[src/rtl/core/rfn_pkg.sv]
// Shared types, request and status codes for the rANS frequency normalizer.
`default_nettype none
package rfn_pkg;

  // Data widths fixed by the word format.
  localparam int DATA_W = 32;
  localparam int TGT_W  = 17;
  localparam int DVS_W  = 32;
  localparam int DVD_W  = TGT_W + DVS_W;

  // Request kinds carried in the input tuser.
  localparam logic [1:0] REQ_CLEAR = 2'd0;
  localparam logic [1:0] REQ_COUNT = 2'd1;
  localparam logic [1:0] REQ_NORM  = 2'd2;
  localparam logic [1:0] REQ_READ  = 2'd3;

  // Result status codes carried in the output tuser.
  localparam logic [1:0] STAT_OK        = 2'd0;
  localparam logic [1:0] STAT_EMPTY     = 2'd1;
  localparam logic [1:0] STAT_NO_DONOR  = 2'd2;
  localparam logic [1:0] STAT_OVERFLOW  = 2'd3;

  // Status reported by the iterative divider.
  typedef struct packed {
    logic busy;
    logic done;
  } div_status_t;

endpackage
`default_nettype wire

[src/rtl/core/rfn_div.sv]
// Restoring divider that retires one quotient bit per cycle.
`default_nettype none
module rfn_div (
  input  wire logic                        clk,
  input  wire logic                        rst,
  input  wire logic                        start,
  input  wire logic [rfn_pkg::DVD_W-1:0]   dividend,
  input  wire logic [rfn_pkg::DVS_W-1:0]   divisor,
  output logic      [rfn_pkg::DVS_W-1:0]   quotient,
  output rfn_pkg::div_status_t             status
);

  localparam int CNT_W = $clog2(rfn_pkg::DVD_W + 1);

  logic [rfn_pkg::DVS_W-1:0] rem;
  logic [rfn_pkg::DVD_W-1:0] quo;
  logic [rfn_pkg::DVS_W-1:0] dvs;
  logic [CNT_W-1:0]          cnt;
  logic [rfn_pkg::DVS_W:0]   rem_sh;
  logic                      fits;

  // One shift-and-subtract step.
  assign rem_sh = {rem, quo[rfn_pkg::DVD_W-1]};
  assign fits   = rem_sh >= {1'b0, dvs};
  assign quotient = quo[rfn_pkg::DVS_W-1:0];

  always_ff @(posedge clk) begin
    if (rst) begin
      status <= '0;
      cnt    <= '0;
    end else begin
      // Done pulses for one cycle after the last step.
      status.done <= !start && status.busy && (cnt == CNT_W'(1));
      if (start) begin
        status.busy <= 1'b1;
        cnt         <= CNT_W'(rfn_pkg::DVD_W);
        quo         <= dividend;
        dvs         <= divisor;
        rem         <= '0;
      end else if (status.busy) begin
        if (fits) begin
          rem <= rfn_pkg::DVS_W'(rem_sh - {1'b0, dvs});
        end else begin
          rem <= rem_sh[rfn_pkg::DVS_W-1:0];
        end
        quo <= {quo[rfn_pkg::DVD_W-2:0], fits};
        cnt <= cnt - CNT_W'(1);
        if (cnt == CNT_W'(1)) begin
          status.busy <= 1'b0;
        end
      end
    end
  end

endmodule
`default_nettype wire

[config.mk]
export PLATFORM = sky130hd
export DESIGN_NAME = rfn_div
export DESIGN_NICKNAME = d
export VERILOG_FILES = /design/src/rtl/core/rfn_pkg.sv /design/src/rtl/core/rfn_div.sv
export SDC_FILE = /design/constraint.sdc
export NUM_CORES = 1
export LEC_CHECK = 0
export BUFFER_PORTS_ARGS = -buffer_cell sky130_fd_sc_hd__buf_2
export CAP_MARGIN = 20
export CELL_PAD_IN_SITES_DETAIL_PLACEMENT = 2
export CELL_PAD_IN_SITES_GLOBAL_PLACEMENT = 2
export CORE_UTILIZATION = 34
export CTS_BUF_LIST = sky130_fd_sc_hd__clkbuf_4 sky130_fd_sc_hd__clkbuf_8 sky130_fd_sc_hd__clkbuf_16
export CTS_CLUSTER_SIZE = 28
export DETAILED_ROUTE_END_ITERATION = 10
export PLACE_DENSITY_LB_ADDON = 0.1
export SYNTH_ARGS = -nofsm -noshare
export SYNTH_HDL_FRONTEND = slang
export SYNTH_SLANG_ARGS = --single-unit
export TNS_END_PERCENT = 50
[constraint.sdc]
create_clock -name clk -period 4.45 [get_ports clk]
set_clock_uncertainty 0.15 [all_clocks]
set_input_delay 0 -clock clk [delete_from_list [all_inputs] [get_ports clk]]
set_output_delay 0 -clock clk [all_outputs]
set_load 0.05 [all_outputs]
After elaboration in Yosys (flattened, before gate mapping)
Index checks and enable logic that the tools add are counted.
{"block": "totals", "regBits": 121, "latchBits": 0, "n_memories": 0, "ramBits": 0, "out_inout_bits": 34, "inputBits": 84, "rom_bits": 0, "elab_cells": 28}
{"block": "op_classes", "shift": 0, "n_div": 0, "n_reduce_logical": 7, "bitwise_logic": 1, "magnitude_cmp": 1, "mul": 0, "eq_ne": 1, "add_sub_neg": 2, "n_mux": 9}
{"operator": "2-to-1 mux 49 bit", "count": 2}
{"operator": "2-to-1 mux 32 bit", "count": 2}
{"operator": ">= comparator 33 x 32 -> 1 bit", "count": 1}
{"operator": "subtractor 32 bit", "count": 1}
{"operator": "2-to-1 mux 6 bit", "count": 2}
{"operator": "== test 6 x 1 -> 1 bit (second input constant)", "count": 1}
{"operator": "subtractor 6 x 1 -> 6 bit (second input constant)", "count": 1}
{"operator": "AND reduction 2 bit", "count": 2}
{"operator": "2-to-1 mux 1 bit", "count": 3}
{"operator": "logical AND 1 bit", "count": 2}
{"operator": "nonzero test 2 bit", "count": 1}
{"operator": "OR reduction 2 bit", "count": 1}
{"operator": "zero test 1 bit", "count": 1}
{"operator": "NOT 1 bit", "count": 1}

Logic depth before layout (Yosys ltp)
Gate-level depths: netlist of run 1.
{"block": "logic_depth", "depth_word": 4, "mapped_depth": 14}

Worst setup path after synthesis of run 1
No wires, ideal clock.
{"block": "synth_timing", "path_type": "register -> register", "startpoint": "register status[1] in the netlist's numbering", "endpoint": "register quo[0] in the netlist's numbering (enable)", "slack_ns": -0.464, "path_buffers": 0, "t_arrival_ns": 4.241, "path_stages_with_launch": 3, "setup_time_ns": 0.523, "path_cell_list": "dfxtp_1 > nor2_1 > nor2_1"}
{"block": "synth_via", "elab_chain_len": 2}
{"item": "start: declaration", "line_no": "rfn_div.sv:10", "rtl": "output rfn_pkg::div_status_t status"}
{"item": "nonzero test 2 bit (no line)"}
{"item": "AND reduction 2 bit (no line)"}
{"item": "end signal: assignment", "line_no": "rfn_div.sv:37", "rtl": "quo <= dividend;"}
{"item": "end signal: assignment", "line_no": "rfn_div.sv:46", "rtl": "quo <= {quo[rfn_pkg::DVD_W-2:0], fits};"}
{"item": "end: declaration", "line_no": "rfn_div.sv:16", "rtl": "logic [rfn_pkg::DVD_W-1:0] quo;"}
Every way passes these cells.
A chain may end at the register's enable or synchronous reset.

Worst setup path after layout of run 1
{"block": "layout_timing", "startpoint": "register rem[0] in the netlist's numbering", "endpoint": "register rem[4] in the netlist's numbering (data pin)"}
{"block": "layout_via", "elab_chain_len": 3, "word_cells_on_any_way": 4, "cone_classes": "add/sub: 1; order compare: 1; mux: 2"}
{"item": "start: declaration", "line_no": "rfn_div.sv:15", "rtl": "logic [rfn_pkg::DVS_W-1:0] rem;"}
{"item": "start signal: assignment", "line_no": "rfn_div.sv:42", "rtl": "rem <= rfn_pkg::DVS_W'(rem_sh - {1'b0, dvs});"}
{"item": "start signal: assignment", "line_no": "rfn_div.sv:44", "rtl": "rem <= rem_sh[rfn_pkg::DVS_W-1:0];"}
{"item": "subtractor 32 bit or >= comparator 33 x 32 -> 1 bit (tied branches)", "line_no": "rfn_div.sv:42, rfn_div.sv:24"}
{"item": "2-to-1 mux 32 bit *", "line_no": "rfn_div.sv:41", "rtl": "if (fits) begin"}
{"item": "2-to-1 mux 32 bit *", "line_no": "rfn_div.sv:40", "rtl": "end else if (status.busy) begin"}
Every way passes the cells marked *; elsewhere a longest branch is shown, timed or not. The select of a mux whose other input is x is not followed.

==> out/metrics.cfg, run 1 <==
[job]
maxCapViolations=0

[synth]
synthFlopType=edfxtp_1
synth-simple-area-share_pct=8.97
synth_fa_ha_area_share_pct=6.35
yosys.area.top_type_share_pct=48.4
synth_area_leader_cell=edfxtp_1
syn_avg_cell_area_um2=11.5
synth_xor_area_share_pct=3.87
synth_edf_count=113
ys_seq_area_share_pct=50.6
synth_area_leaders=edfxtp_1 48%, mux2_2 8.0%, ha_1 6.1%, mux2i_1 3.6%, buf_4 3.4%
ys_warn_count=0
synth_compound_area_share_pct=11.1
synth_cell_type_count=54
synth_top_family_by_area=multiplexers
postSynth.asyncResetShare_pct=0
syn-cell-area_um2=7020
synth_cells=611
syn_nets=730
ys_ff_latch=121
muxShareOfSynthArea_pct=11.6

[placement]
portBuffers=117
gp_congestion=0.757
hpwlAfterDp_um=12600
postPlaceCellArea_um2=7650

[sta]
final.period_utilization_pct=80.7
drv_slew=0
min_period_ns=3.59
tightest_slew_ns=0.995
grt_setup_unrepaired=no
hold_viol_final=0
setup_tns_ns=0
max_freq_mhz=279
setup_viol=0
relSlewSlack_pct=33.7

[die]
core_um2=20200
die_h_um=146
initial_core_util_pct=34.7
pin_count=118
rows=52
die_width_um=146
dieArea_um2=21200

[clocking]
h-tree-depth=4
numCtsBuffers=17
root_buffer=clkbuf_16
path_clk_slew_ns=0.06
postCtsResizedCells=0
cts_tree=yes
clockBufferDepth=2
cts_sinks=121
post-cts-setup-buffers=0
clk_latency_ns=0.42

[critical_path]
required_ns=4.43
endpoint=rem[4]$_SDFFCE_PP0P_
r2r-end=rem[4]$_SDFFCE_PP0P_
setup.worst_path.end_class=register
critPathTopFamily=compound AO/OA/AOI/OAI gates
crit_arrival_ns=3.57
start_kind=register
r2r-start=rem[0]$_SDFFCE_PP0P_
critical_path_depth=11
crit_type=register to register
worst-path-buf-inv=1
path_max_fanout=23
crit_start=rem[0]$_SDFFCE_PP0P_
reg2regPathDepth=11
cpMaxStageDelayCell=o221ai_4
rrSetupSlack_ns=0.86
slowest_delay_ns=0.51
crit_chain=ha_1, nor2b_1, o2111ai_1, a21boi_2, nor3b_2, a211o_1, o21a_4, o221ai_4, buf_12, mux2i_1, nor2_1

[pwr]
power_switching_share_pct=30.4
pwr-share-seq_pct=36.9
power.leakage_nw=3.84
p_switching_w=0.00116
vdd_drop_max_v=0.000230
intPower_w=0.00267
p_per_area_nw_per_um2=419
power_frac_comb_pct=24.5
p_clk_share_pct=38.6

[layout]
nets=898
layout_commonest_cell=buf_2
layout-drive-gt1-share_pct=26.8
final_cell_mix=117 x buf_2, 113 x edfxtp_1, 85 x dlygate4sd3_1
area_delta_synth_final_pct=30.4
final_area_um2=9150

[drt]
num_vias=5264
firstDrtPassIters=4
detail_route.iter0.violations=138
drt-wirelength-per-cell_um=19.0
wl_um=20200
drt_drc_violations_left=0
routed_via_density=4.95
antenna_left=0

[run_status]
outcome=complete, no violations

[global_routing]
track_usage_pct=19.9
grt_max_degree=80
grt_pass1_vias=6101
grt_antenna_before_repair=1
grt_first_pass_wirelength_um=32900
overflow=0

[worst_hold_path]
hp-class=input pin to register

worst min-delay path by stage:
stage	cells after the start	to	from	slack [ns]
floorplan	0	dvs[0]$_DFFE_PP_	divisor[0]	-0.05
global placement	1	dvs[25]$_DFFE_PP_	divisor[25]	0.03
detailed placement	1	dvs[10]$_DFFE_PP_	divisor[10]	0.03
CTS	2	dvs[26]$_DFFE_PP_	divisor[26]	0.12
global route	2	dvs[18]$_DFFE_PP_	divisor[18]	0.13
finish	2	dvs[8]$_DFFE_PP_	divisor[8]	0.14
power groups by stage:
| stage | combinational, W | clock, W | sequential (W) |
|---|---|---|---|
| floorplan | 0.000669 | 0 | 0.00142 |
| global placement | 0.000844 | 0 | 0.00143 |
| detailed placement | 0.000872 | 0 | 0.00143 |
| CTS | 0.000941 | 0.00151 | 0.00141 |
| global route | 0.00103 | 0.00156 | 0.00142 |
| finish | 0.000939 | 0.00148 | 0.00141 |
cell families after synthesis:
group / count (synthesis)
adder cells (fa/ha/maj): 35
AO/OA/AOI/OAI: 114
XOR/XNOR: 31
multiplexers: 75
AND/OR/NAND/NOR: 135
buffers and inverters: 100
flip-flops: 121
final cells by class:
| class | count | area (um^2) |
|---|---|---|
| inverter | 43 | 161 |
| fill | 2084 | 11100 |
| sequential | 121 | 3550 |
| tap | 270 | 338 |
| timing repair buffer | 206 | 1510 |
| multi-input combinational | 390 | 2960 |
| clock buffer | 18 | 433 |
| antenna | 1 | 2.50 |
| clock inverter | 14 | 188 |
synth_stat cells (4+ instances only):
cell type  instances
nand3_1            7
a21o_1            19
nand4_1            9
buf_6              4
nor2_1            58
inv_1             43
clkbuf_1          16
a21oi_1           36
a31oi_1            7
o21bai_1           7
o21a_1             9
dfxtp_1            8
nor3_1             7
xor2_1            13
ha_1              34
a211oi_1           6
xnor2_1           18
nor2b_1            4
mux2i_1           25
buf_4             32
o21ai_0            9
nand2_1           31
mux2_2            50
edfxtp_1         113
metal layers:
layer,vias to the layer above,GRT usage [%],part of all wire (%)
li1,2525,-,-
met1,2620,22.9,42
met2,109,36.2,52
met3,10,5.83,4.5
met4,0,4.79,0.87
met5,-,0,0
registers in the layout, indices dropped and copies added, names as in the netlist:
signal	count
quo	49
status	2
dvs	32
rem	32
cnt	6
timing repair:
action | CTS | global route
endpoints found under the setup margin | 0 | 0
hold endpoints to repair | 89 | 0
hold buffers | 85 | 0
per-stage QoR:
| step | total power, W | worst slack [ns] | util [%] | std cells | hold slack, ns |
|---|---|---|---|---|---|
| global route | 0.00402 | 0.580 | 45.2 | 1062 | 0.134 |
| detailed placement | 0.00230 | 0.845 | 37.8 | 944 | 0.0289 |
| finish | 0.00383 | 0.860 | 45.2 | 1063 | 0.144 |
| global placement | 0.00227 | 0.986 | 37.8 | 944 | 0.0261 |
| CTS | 0.00386 | 0.786 | 45.1 | 1061 | 0.118 |
| floorplan | 0.00209 | 0.892 | - | 611 | -0.0511 |
(Power assumes the default switching activity.)
==> run 2, diff against run 1 <==
--- a/config.mk
+++ b/config.mk
@@ -9,7 +9,7 @@
 export CAP_MARGIN = 20
 export CELL_PAD_IN_SITES_DETAIL_PLACEMENT = 2
 export CELL_PAD_IN_SITES_GLOBAL_PLACEMENT = 2
-export CORE_UTILIZATION = 34
+export CORE_UTILIZATION = 37
 export CTS_BUF_LIST = sky130_fd_sc_hd__clkbuf_4 sky130_fd_sc_hd__clkbuf_8 sky130_fd_sc_hd__clkbuf_16
 export CTS_CLUSTER_SIZE = 28
 export DETAILED_ROUTE_END_ITERATION = 10
==> constraint.sdc (replaced) <==
create_clock -name clk -period 3.7 [get_ports clk]
set_clock_uncertainty 0.15 [all_clocks]
set_input_delay 0 -clock clk [delete_from_list [all_inputs] [get_ports clk]]
set_output_delay 0 -clock clk [all_outputs]
set_load 0.05 [all_outputs]
==> run 2 against run 1 <==
  * Via count increased by 1.4%
  * Power increased by 20%
  * Hold slack got worse by 0.021 ns
  * Critical endpoint is now rem[3]$_SDFFCE_PP0P_
==> out/metrics.cfg, run 2 (synthesis gave the netlist of run 1 again) <==
[placement]
hpwlAfterDp_um=13500
portBuffers=117
gp_congestion=0.760

[worst_hold_path]
hp-class=input pin to register

[drt]
antenna_left=0
detail_route.iter0.violations=132
firstDrtPassIters=4
routed_via_density=5.17
drt_drc_violations_left=0
wl_um=21500
drt-wirelength-per-cell_um=20.8
num_vias=5336

[global_routing]
grt_max_degree=51
track_usage_pct=23.3
grt_pass1_vias=6189
grt_antenna_before_repair=1
grt_first_pass_wirelength_um=34500
overflow=0

[clocking]
path_clk_slew_ns=0.07
clockBufferDepth=2
clk_latency_ns=0.44
cts_sinks=121
post-cts-setup-buffers=0
h-tree-depth=4
root_buffer=clkbuf_16
numCtsBuffers=17
cts_tree=yes

[critical_path]
crit_arrival_ns=3.49
required_ns=3.72
reg2regPathDepth=12
r2r-start=dvs[1]$_DFFE_PP_
crit_start=dvs[1]$_DFFE_PP_
endpoint=rem[3]$_SDFFCE_PP0P_
setup.worst_path.end_class=register
path_max_fanout=15
start_kind=register
r2r-end=rem[3]$_SDFFCE_PP0P_
crit_type=register to register
rrSetupSlack_ns=0.23

[layout]
nets=903
layout-drive-gt1-share_pct=27.4
layout_commonest_cell=buf_2
largest_reg_flops=49
top_regs=quo: 49 flops, dvs: 32 flops, rem: 32 flops
final_cell_mix=117 x buf_2, 113 x edfxtp_1, 84 x dlygate4sd3_1
area_delta_synth_final_pct=29.5
utilization_pct=48.7
regMostFlops=quo

[die]
initial_core_util_pct=37.6
dieArea_um2=19500
pin_count=118
rows=50
core_um2=18600
die_h_um=140
die_width_um=140

[sta]
tightest_slew_ns=1.02
grt_setup_unrepaired=no
min_period_ns=3.47
final.period_utilization_pct=93.7
hold_viol_final=0
setup_viol=0
max_freq_mhz=288
relSlewSlack_pct=31.7
setup_tns_ns=0
drv_slew=0

[run_status]
outcome=complete, no violations

[pwr]
power.leakage_nw=3.84
power_w=0.00458
p_per_area_nw_per_um2=504
vdd_drop_max_v=0.000320

[job]
maxCapViolations=0

==> run 2: how the worst min path moves through the flow <==
stage,end,depth (start not counted),slack [ns],start
floorplan,dvs[0]$_DFFE_PP_,0,-0.05,divisor[0]
global placement,dvs[25]$_DFFE_PP_,1,0.03,divisor[25]
detailed placement,dvs[20]$_DFFE_PP_,1,0.03,divisor[20]
CTS,dvs[5]$_DFFE_PP_,2,0.11,divisor[5]
global route,dvs[22]$_DFFE_PP_,2,0.12,divisor[22]
finish,dvs[5]$_DFFE_PP_,2,0.12,divisor[5]
==> run 2: report_power, final <==
| group | total [W] | internal (W) | switching [W] |
|---|---|---|---|
| Sequential | 0.00170 | 0.00164 | 0.0000614 |
| Clock | 0.00174 | 0.00100 | 0.000736 |
| Combinational | 0.00114 | 0.000484 | 0.000659 |
| Total | 0.00458 | 0.00313 | 0.00146 |
==> run 2: through the flow <==
step	cell area, um^2	setup slack [ns]	std cells	hold slack, ns
2_1_floorplan	7020	0.142	611	-0.0511
3_3_place_gp	7640	0.341	915	0.0270
3_5_place_dp	7640	0.168	915	0.0284
4_1_cts	9080	0.163	1031	0.111
5_1_grt	9090	0.0557	1032	0.124
6_report	9090	0.234	1032	0.123
==> run 2: final cells by class <==
type / instances / area (um^2)
clock buffers: 19 / 464
clock inverters: 13 / 131
repair buffers: 211 / 1520
diodes: 1 / 2.50
inverters: 43 / 161
flip-flops and latches: 121 / 3550
well taps: 234 / 293
multi-input cells: 390 / 2960
fillers: 1860 / 9560
==> run 2: metal layers <==
layer  wire length, um  track usage [%]  vias to the layer above
met1              8660             25.4                     2655
li1                  -                -                     2529
met4               391             6.59                        0
met3               811             5.92                       31
met2             11600             44.0                      121
met5                 0                0                        -
==> run 2: critical path, stage by stage, from the launching register on <==
cell,delay [ns]
edfxtp_1,0.39
inv_1,0.07
ha_1,0.30
nor2b_1,0.18
o2111ai_1,0.23
a21boi_2,0.25
nor3b_2,0.08
a211o_1,0.34
o21a_4,0.25
o221ai_4,0.36
buf_6,0.28
mux2i_1,0.25
nor2_1,0.06
==> run 2: what timing repair did <==
action,in CTS,in global routing
hold buffers,84,0
hold endpoints to repair,88,0
gates resized for setup,0,1
setup endpoints to repair,0,4
==> run 3, diff against run 2 <==
--- a/config.mk
+++ b/config.mk
@@ -9,7 +9,8 @@
 export CAP_MARGIN = 20
 export CELL_PAD_IN_SITES_DETAIL_PLACEMENT = 2
 export CELL_PAD_IN_SITES_GLOBAL_PLACEMENT = 2
-export CORE_UTILIZATION = 37
+export CORE_MARGIN = 4
+export CORE_UTILIZATION = 40
 export CTS_BUF_LIST = sky130_fd_sc_hd__clkbuf_4 sky130_fd_sc_hd__clkbuf_8 sky130_fd_sc_hd__clkbuf_16
 export CTS_CLUSTER_SIZE = 28
 export DETAILED_ROUTE_END_ITERATION = 10
==> constraint.sdc (replaced) <==
create_clock -name clk -period 4.1 [get_ports clk]
set_clock_uncertainty 0.15 [all_clocks]
set_input_delay 0 -clock clk [delete_from_list [all_inputs] [get_ports clk]]
set_output_delay 0 -clock clk [all_outputs]
set_load 0.05 [all_outputs]
==> run 3 against run 2 <==
  * Global-route usage grew 2.2 points
  * Combinational power shrank 6%
  * Design area shrank 0.48%
  * Routed wire length grew 13%
  * Power shrank 10%
  * First-iteration DRC count grew to 2.6 times the previous value
  * Die area grew 1.1%
  * Critical path type unchanged
  * Fmax shrank 9.2%
==> out/metrics.cfg, run 3 (synthesis gave the netlist of run 1 again) <==
[sta]
min_period_ns=3.82
drv_slew=0
tightest_slew_ns=0.870
max_freq_mhz=262
setup_tns_ns=0
relSlewSlack_pct=41.9
setup_viol=0
final.period_utilization_pct=93.1
grt_setup_unrepaired=no
hold_viol_final=0

[global_routing]
grt_pass1_vias=6400
grt_first_pass_wirelength_um=38300
overflow=0
grt_antenna_before_repair=0
track_usage_pct=25.5
grt_max_degree=59

[critical_path]
rrSetupSlack_ns=0.28
r2r-end=rem[27]$_SDFFCE_PP0P_
path_max_fanout=18
setup.worst_path.end_class=register
reg2regPathDepth=11
crit_type=register to register
start_kind=register
crit_arrival_ns=3.81
required_ns=4.10
r2r-start=rem[0]$_SDFFCE_PP0P_

[clocking]
numCtsBuffers=17
h-tree-depth=4
post-cts-setup-buffers=0
clk_latency_ns=0.43
cts_tree=yes
root_buffer=clkbuf_16
clockBufferDepth=2
cts_sinks=121
path_clk_slew_ns=0.06

[layout]
area_delta_synth_final_pct=28.8
diodes=0
layout-drive-gt1-share_pct=26.9
nets=898
final_cell_mix=117 x buf_2, 113 x edfxtp_1, 83 x dlygate4sd3_1
nFillCells=1662
layout_commonest_cell=buf_2
largest_reg_flops=49
regMostFlops=quo
top_regs=quo: 49 flops, dvs: 32 flops, rem: 32 flops

[pwr]
power_w=0.00411
p_per_area_nw_per_um2=455
vdd_drop_max_v=0.000314
power.leakage_nw=3.81

[drt]
detail_route.iter0.violations=341
routed_via_density=5.37
drt_drc_violations_left=0
num_vias=5459
antenna_left=0
wl_um=24300
firstDrtPassIters=6
drt-wirelength-per-cell_um=23.8

[placement]
hpwlAfterDp_um=13900
portBuffers=117
gp_congestion=0.792

[die]
die_h_um=140
pin_count=118
core_um2=17200
die_width_um=140
dieArea_um2=19700
initial_core_util_pct=40.7
rows=48

[job]
maxCapViolations=0

[worst_hold_path]
whs_endpoint=dvs[23]$_DFFE_PP_
min_path_cells=2
hp-start=divisor[23]
hp-class=input pin to register

[run_status]
outcome=complete, no violations

run 3: cell count changes in the layout (fill, tap and decap cells not counted), moves of 2 or more:
| cell | previous run | this run |
|---|---|---|
| clkbuf_4 | 0 | 2 |
| clkbuf_8 | 1 | 3 |
| clkinvlp_4 | 2 | 4 |
| inv_6 | 6 | 2 |
| buf_4 | 8 | 3 |
run 3: repair_timing:
action,4_1_cts,5_1_grt
hold endpoints to repair,89,0
hold buffers,83,0
gates resized for setup,0,0
run 3: cell type report:
cell class	count	area, um^2	area share (%)
inverter	43	161	1.78
clock buffer	22	482	5.33
sequential	121	3550	39.3
timing repair buffer	206	1510	16.7
tap	225	282	3.11
multi-input combinational	390	2960	32.8
clock inverter	10	95.1	1.05
run 3: critical path: stages, from the launching register on:
cell and delay (ns):
edfxtp_1 0.43, ha_1 0.34, nor2b_1 0.21, o2111ai_1 0.23, a21boi_2 0.25, nor3b_2 0.10, a211o_1 0.34, o21a_4 0.25
o221ai_4 0.66, buf_12 0.27, mux2i_1 0.23, nor2_1 0.07
run 3: report_power, final:
group	switching [W]	internal [W]
sequential	0.0000640	0.00148
clock	0.000603	0.000897
combinational	0.000635	0.000433
total	0.00130	0.00281
run 3: worst max-delay path by stage:
| stage | from | endpoint | slack [ns] | depth (start not counted) |
|---|---|---|---|---|
| after detailed placement | rem[0]$_SDFFCE_PP0P_ | rem[18]$_SDFFCE_PP0P_ | 0.37 | 11 |
| final | rem[0]$_SDFFCE_PP0P_ | rem[27]$_SDFFCE_PP0P_ | 0.28 | 11 |
| after CTS | rem[0]$_SDFFCE_PP0P_ | rem[18]$_SDFFCE_PP0P_ | 0.37 | 11 |
| after floorplan | status[1]$_SDFF_PP0_ | quo[0]$_DFFE_PP_ | 0.54 | 2 |
| after global routing | rem[0]$_SDFFCE_PP0P_ | rem[27]$_SDFFCE_PP0P_ | 0.09 | 11 |
| after global placement | rem[0]$_SDFFCE_PP0P_ | rem[26]$_SDFFCE_PP0P_ | 0.57 | 11 |
run 3: metal layers:
layer / vias to the layer above / global-route usage, % / wire [um]
li1: 2529 / - / -
met3: 39 / 5.50 / 976
met5: - / 0 / 0
met1: 2738 / 29.2 / 9710
met4: 0 / 8.31 / 481
met2: 153 / 46.9 / 13100
run 3: metrics by stage:
stage	cells	utilization (%)	hold WS, ns	setup slack (ns)	cell area [um^2]
2_1_floorplan	611	-	-0.0511	0.542	7020
3_3_place_gp	901	44.1	0.0264	0.575	7610
3_5_place_dp	901	44.1	0.0291	0.368	7610
4_1_cts	1016	52.3	0.117	0.370	9010
5_1_grt	1017	52.5	0.133	0.0858	9040
6_report	1017	52.5	0.137	0.284	9040
